==> src/rtl/core/vlff_pkg.sv <==
// ----------------------------------------------------------------------------
// vlff_pkg : shared types and constants
// Types, codes and sizes used by the voxel light flood fill unit and its cells.
// ----------------------------------------------------------------------------
package vlff_pkg;

   localparam int GRID_SIZE_DEF = 16;
   localparam int COORD_W       = 7;
   localparam int DIST_W        = 5;
   localparam int ACT_W         = 2;

   localparam logic [DIST_W-1:0] MAX_DIST_RESET = 5'd20;

   localparam logic [ACT_W-1:0] ACT_WRITE   = 2'd0;
   localparam logic [ACT_W-1:0] ACT_COMPUTE = 2'd1;
   localparam logic [ACT_W-1:0] ACT_READ    = 2'd2;

   typedef enum logic [2:0] {
      S_CLEAR,
      S_IDLE,
      S_ADDR,
      S_ACCESS,
      S_DATA,
      S_PASS,
      S_DONE
   } state_type;

   typedef struct packed {
      logic              lit;
      logic [DIST_W-1:0] steps;
   } light_type;

   typedef struct packed {
      logic      solid;
      light_type light;
   } elem_type;

   // Control for the centre cell of the chain
   typedef struct packed {
      logic              active;
      logic              src_pass;
      logic [DIST_W-1:0] level;
      logic [DIST_W-1:0] prev_level;
      logic              x_lo;
      logic              x_hi;
      logic              z_lo;
      logic              z_hi;
      logic              t_lo;
      logic              t_hi;
   } centre_ctrl_type;

endpackage

==> src/rtl/core/vlff_cell.sv <==
// ----------------------------------------------------------------------------
// vlff_cell : one stage of the voxel chain
// Holds one streamed voxel (solid bit and light) and hands it on.
// ----------------------------------------------------------------------------
module vlff_cell (
   input  logic               clock,
   input  logic               en,
   input  vlff_pkg::elem_type d_in,
   output vlff_pkg::elem_type q_out
);

   vlff_pkg::elem_type elem_ff;

   always_ff @(posedge clock) begin
      if (en) begin
         elem_ff <= d_in;
      end
   end

   assign q_out = elem_ff;

endmodule

==> src/rtl/core/vlff_chain.sv <==
// ----------------------------------------------------------------------------
// vlff_chain : sliding window over the voxel stream
// A row of 2*N*N+1 cells; the centre sees its six face neighbours at fixed
// taps and is replaced by its updated light before moving on.
// ----------------------------------------------------------------------------
module vlff_chain #(
   parameter int GRID_SIZE = vlff_pkg::GRID_SIZE_DEF
) (
   input  logic                      clock,
   input  logic                      en,
   input  vlff_pkg::elem_type        head_in,
   input  vlff_pkg::centre_ctrl_type ctrl,
   output vlff_pkg::light_type       new_light
);

   localparam int CENTRE    = GRID_SIZE * GRID_SIZE;
   localparam int CHAIN_LEN = 2 * CENTRE + 1;

   vlff_pkg::elem_type q   [CHAIN_LEN];
   vlff_pkg::elem_type d   [CHAIN_LEN];
   vlff_pkg::elem_type centre_out;
   vlff_pkg::elem_type nb  [6];
   logic               nb_ok [6];
   logic               hit;

   always_comb begin
      // later cells in the stream sit towards the head, earlier ones beyond
      nb[0] = q[CENTRE-1];          nb_ok[0] = !ctrl.x_hi;
      nb[1] = q[CENTRE+1];          nb_ok[1] = !ctrl.x_lo;
      nb[2] = q[CENTRE-GRID_SIZE];  nb_ok[2] = !ctrl.z_hi;
      nb[3] = q[CENTRE+GRID_SIZE];  nb_ok[3] = !ctrl.z_lo;
      nb[4] = q[0];                 nb_ok[4] = !ctrl.t_hi;
      nb[5] = q[2*CENTRE];          nb_ok[5] = !ctrl.t_lo;
      hit = 1'b0;
      for (int k = 0; k < 6; k++) begin
         hit = hit | (nb_ok[k] & nb[k].light.lit & (nb[k].light.steps == ctrl.prev_level));
      end
      new_light = q[CENTRE].light;
      if (ctrl.src_pass) begin
         new_light.lit   = !q[CENTRE].solid & (ctrl.t_lo | q[2*CENTRE].light.lit);
         new_light.steps = '0;
      end else if (!q[CENTRE].light.lit && !q[CENTRE].solid && hit) begin
         new_light.lit   = 1'b1;
         new_light.steps = ctrl.level;
      end
      centre_out       = q[CENTRE];
      centre_out.light = ctrl.active ? new_light : q[CENTRE].light;
   end

   generate
      for (genvar j = 0; j < CHAIN_LEN; j++) begin : g_cell
         if (j == 0) begin : g_head
            assign d[j] = head_in;
         end else if (j == CENTRE + 1) begin : g_after
            assign d[j] = centre_out;
         end else begin : g_mid
            assign d[j] = q[j-1];
         end
         vlff_cell u_cell (
            .clock (clock),
            .en    (en),
            .d_in  (d[j]),
            .q_out (q[j])
         );
      end
   endgenerate

endmodule
==> config.mk <==
export PLATFORM = sky130hd
export DESIGN_NAME = vlff_chain
export DESIGN_NICKNAME = d
export VERILOG_FILES = /design/src/rtl/core/vlff_pkg.sv /design/src/rtl/core/vlff_cell.sv /design/src/rtl/core/vlff_chain.sv
export SDC_FILE = /design/constraint.sdc
export NUM_CORES = 2
export LEC_CHECK = 0
export ABC_AREA = 1
export BUFFER_PORTS_ARGS = -buffer_cell sky130_fd_sc_hd__buf_2
export CAP_MARGIN = 20
export CORE_ASPECT_RATIO = 0.9
export CORE_MARGIN = 2
export CORE_UTILIZATION = 45
export DETAILED_ROUTE_END_ITERATION = 16
export SLEW_MARGIN = 0
export SYNTH_ARGS = -nofsm -noshare
export SYNTH_HDL_FRONTEND = slang
export SYNTH_SLANG_ARGS = --single-unit
export TNS_END_PERCENT = 5
==> constraint.sdc <==
create_clock -name clock -period 2 [get_ports clock]
set_clock_uncertainty 0.05 [all_clocks]
set_input_delay 0.4 -clock clock [delete_from_list [all_inputs] [get_ports clock]]
set_output_delay 0.4 -clock clock [all_outputs]
set_load 0.01 [all_outputs]
# Yosys cells after proc, flatten, opt, wreduce, memory -nomap -nowiden
# Cells that the tools add are included.
dict set report op_classes {
  eq_ne 6
  mux 3
  bitwise_logic 19
  reduce_logical 10
}
# operator n
set ops {}
lappend ops {{5-bit equality test} 6}
lappend ops {{6-bit two-way mux} 3}
lappend ops {{1-bit bitwise AND} 13}
lappend ops {{1-bit zero test} 8}
lappend ops {{1-bit OR} 6}
lappend ops {{1-bit logical AND} 2}
dict set report totals {
  regBits 3335
  input_bits 27
  output_inout_bits 6
  elab_cells 1321
}

# Logic depth before layout (Yosys ltp)
dict set report depth {
  word_depth 12
  ltp_mapped 13
  ltp_nobuf 12
}

# Hierarchy
# A second synthesis with hierarchy kept.
dict set report unflattened {
  cells_unflattened 3781
  area_unflattened_um2 108663.0
}
# mod instances cells_each area_each_um2 seq_area_each_um2
set modules_own_cells {}
lappend modules_own_cells {vlff_cell 513 7 210.2 210.2}
lappend modules_own_cells {vlff_chain 1 190 829.5 0.0}

# Worst setup path after synthesis
# Ideal clock, no wire load.
dict set report synth_path {
  kind {input-to-output}
  startpoint {in ctrl[8] (netlist name)}
  endpoint {out new_light[0] (netlist name)}
  arrival_time_ns 1.398
  required_ns 1.550
  slack_ns 0.152
  stages 11
  path_buffers 1
  cell_sequence {buf_6 inv_1 nor2_1 nor3_2 nand3_1 nand2_1 inv_2 nand2_4 nand2_4 nand2_1 and3_1}
}
# element line
set synth_rtl {}
lappend synth_rtl {{start: declaration} vlff_chain.sv:12} ;# input vlff_pkg::centre_ctrl_type ctrl,
lappend synth_rtl {{end: declaration} vlff_chain.sv:13} ;# output vlff_pkg::light_type new_light

==> impl_metrics.env <==
export IMPL_clockBufferDepth=4
export IMPL_dr_pass1_iters=8
export IMPL_crit_arrival_ns=2.56
export IMPL_violations="negative setup slack"
export IMPL_setup_viol=6
export IMPL_max_clock_freq_ghz=0.3326
export IMPL_vias=33961
export IMPL_yosysTopAreaCellShare=0.9917
export IMPL_fin_nets=4122
export IMPL_routedWlPerCell_um=16.95
export IMPL_area_delta_synth_final_pct=16.51
export IMPL_netlist_top_cells_area="edfxtp_1 99%, nand2_1 0.30%, inv_1 0.13%"
export IMPL_setup_ws_ns=-1.006
export IMPL_post_route_period_util=1.503
export IMPL_hp_class="input pin to flop"
export IMPL_grt_pass1_wl_um=193500
export IMPL_htree_levels=5
export IMPL_ys_ff_latch=3335
export IMPL_critPathMaxStageDelay_ns=0.34
export IMPL_grt_pass1_vias=33221
export IMPL_tightest_slew_ns=0.7945
export IMPL_crit_family="simple AND/OR/NAND/NOR gates"
export IMPL_overflow=0
export IMPL_cts_made_buffers=329
export IMPL_cts_sinks=3335
export IMPL_synth_area_um2=101000
export IMPL_cts_root_buf="clkbuf_16"
export IMPL_status="complete, but fails checks"
export IMPL_initial_core_util=0.4540
export IMPL_slew_viol_final=0
export IMPL_crit_buf_inv=3
export IMPL_syn_area_per_cell_um2=28.63
export IMPL_ios=33
export IMPL_maxCapViolCount=0
export IMPL_r2r_start="g_cell[240].u_cell.q_out[5]$_DFFE_PP_"
export IMPL_coreArea_um2=222400
export IMPL_seq_area_frac_synth=0.9917
export IMPL_cp_slowest_cell="edfxtp_1"
export IMPL_postRouteAntennaNets=0
export IMPL_power_mw=143.2
export IMPL_hold_violations=0
export IMPL_stdcell_count=7320
export IMPL_yosysWarningCount=0
export IMPL_fin_crit_ns=3.006
export IMPL_die_h_um=453.4
export IMPL_place_inst=6737
export IMPL_crit_type="flop to primary output"
export IMPL_std_cell_rows=164
export IMPL_vias_per_cell=4.639
export IMPL_clock_latency_ns=0.90
export IMPL_yosys_area_top_type="edfxtp_1"
export IMPL_synthArstFlopShare=0
export IMPL_r2r_cells=13
export IMPL_dr_first_iter_drc_count=3254
export IMPL_clk_pin_slew_ns=0.06
export IMPL_io_buffers=32
export IMPL_drt_wl_total_um=124100
export IMPL_hpwl_um=59250
export IMPL_yosysMostFrequentCell="edfxtp_1"
export IMPL_path_max_fanout=6
export IMPL_r2r_end="g_cell[257].u_cell.q_out[2]$_DFFE_PP_"
export IMPL_synth_cell_types=19
export IMPL_cp_end_kind="primary output"
export IMPL_cp_cell_sequence="inv_1 > nor2_2 > buf_6 > nand2_1 > nor2_1 > nand3_1 > nand2_1 > nor2_2 > nand2_4 > nand2_8 > nand2_2 > and3_1 > buf_2"
export IMPL_worstPathRequired_ns=1.55
export IMPL_grt_max_degree=128
export IMPL_synth_ff_type="edfxtp_1"
export IMPL_finalWeightedCongestion=0.7613
export IMPL_track_usage=0.1081
export IMPL_antenna_found_initial=8
export IMPL_relSlewSlack=0.4684
export IMPL_hold_start="ctrl[16]"
export IMPL_worstSetupStartpointType="flop"
export IMPL_drc_errors=0
export IMPL_syn_inst=3527
export IMPL_final_area_um2=117700
export IMPL_cts_tree="built"
export IMPL_placed_area_um2=107200
export IMPL_power_density_nw_per_um2=1217
export IMPL_rsz0062_at_grt="true"
export IMPL_drive_above_1_share=0.1599
export IMPL_synth_edff_count=3335
export IMPL_hold_end="g_cell[257].u_cell.q_out[5]$_DFFE_PP_"
export IMPL_synth_common_cells="3335 x edfxtp_1, 80 x nand2_1, 36 x inv_1, 32 x nor2_1, 11 x nand3_1"
export IMPL_irDropWorstVdd_mv=0.9717
export IMPL_reg2reg_setup_slack_ns=0.07
export IMPL_power_leakage_nw=39.72
export IMPL_die_w_um=503.3
export IMPL_syn_nets=3554
export IMPL_largest_register_ffs=3335
export IMPL_dieArea_um2=228200
export IMPL_holdPathStages=6
[worst min-delay path: stages]
cell	delay (ns)
buf_2	0.10
nor2_1	0.06
a21boi_4	0.14
buf_4	0.11
nand2_2	0.04
nand2_2	0.05
[cells by family after synthesis]
group	after synthesis	share of synthesized area
buf+inv	43	0.001673
compound gates	6	0.0004335
flops	3335	0.9917
xor+xnor	5	0.0004336
simple gates	138	0.005774
[layout by cell type (no fill, tap or decap), types with 4 or more instances in the layout]
cell | Yosys | layout
buf_12 | 0 | 68
buf_2 | 0 | 29
buf_4 | 0 | 124
bufinv_16 | 0 | 30
clkbuf_1 | 0 | 65
clkbuf_16 | 0 | 338
clkinv_1 | 1 | 53
clkinv_2 | 0 | 58
clkinv_4 | 0 | 5
clkinvlp_4 | 0 | 9
diode_2 | 0 | 4
dlygate4sd3_1 | 0 | 14
edfxtp_1 | 3335 | 3335
inv_1 | 36 | 36
inv_2 | 5 | 5
inv_6 | 0 | 6
nand2_1 | 80 | 75
nand2_4 | 2 | 4
nand3_1 | 11 | 9
nand4_1 | 5 | 5
nor2_1 | 32 | 31
xor2_1 | 5 | 5
[through the flow]
step	TNS, ns	util	worst slack [ns]	hold WS (ns)
finish	-5.914	0.5290	-1.006	0.06993
global route	-7.152	0.5289	-1.211	0.04428
CTS	-6.498	0.5288	-1.103	0.001776
detailed placement	-1.387	0.4818	-0.2536	0.3545
global placement	-1.005	0.4818	-0.1809	0.3503
floorplan	0	-	0.1520	0.3503
[worst max-delay path by stage]
stage / depth (start not counted) / to / from
after floorplan: 11 / new_light[0] / ctrl[8]
after global placement: 13 / new_light[3] / ctrl[2]
after CTS: 13 / new_light[1] / g_cell[240].u_cell.q_out[5]$_DFFE_PP_
after global routing: 13 / new_light[0] / g_cell[240].u_cell.q_out[5]$_DFFE_PP_
final: 13 / new_light[1] / g_cell[240].u_cell.q_out[5]$_DFFE_PP_
after detailed placement: 13 / new_light[2] / ctrl[2]
[power breakdown]
group          internal, mW  leakage, nW  total (mW)  switching (mW)
Clock                  34.7         5.03        58.7            24.0
Sequential             81.3         32.6        82.5            1.14
Combinational         0.527         2.04        2.02            1.49
Total                   117         39.7         143            26.6
[cell type report]
class	count	area, um^2
Tap cell	2988	3739
Timing Repair Buffer	238	2611
Inverter	42	157.7
Multi-Input combinational cell	149	729.5
Antenna cell	4	10.01
Sequential cell	3335	100100
Clock buffer	403	8702
Clock inverter	161	1567
Fill cell	16689	104800
[layer usage]
layer / up-vias / GRT usage / wire length [um]
li1: 15450 / - / -
met1: 17588 / 0.1818 / 65530
met2: 597 / 0.1327 / 48860
met3: 326 / 0.02509 / 5828
met4: 0 / 0.04429 / 3862
met5: - / 0 / 0
[timing repair]
item | in CTS | in global routing
pin swaps | 2 | 1
buffers inserted | 1 | 0
hold endpoints to repair | 131 | 0
hold buffers | 14 | 0
setup endpoints to repair | 6 | 9
gates resized for setup | 12 | 5
cloned | 0 | 0
(Power assumes the default switching activity.)
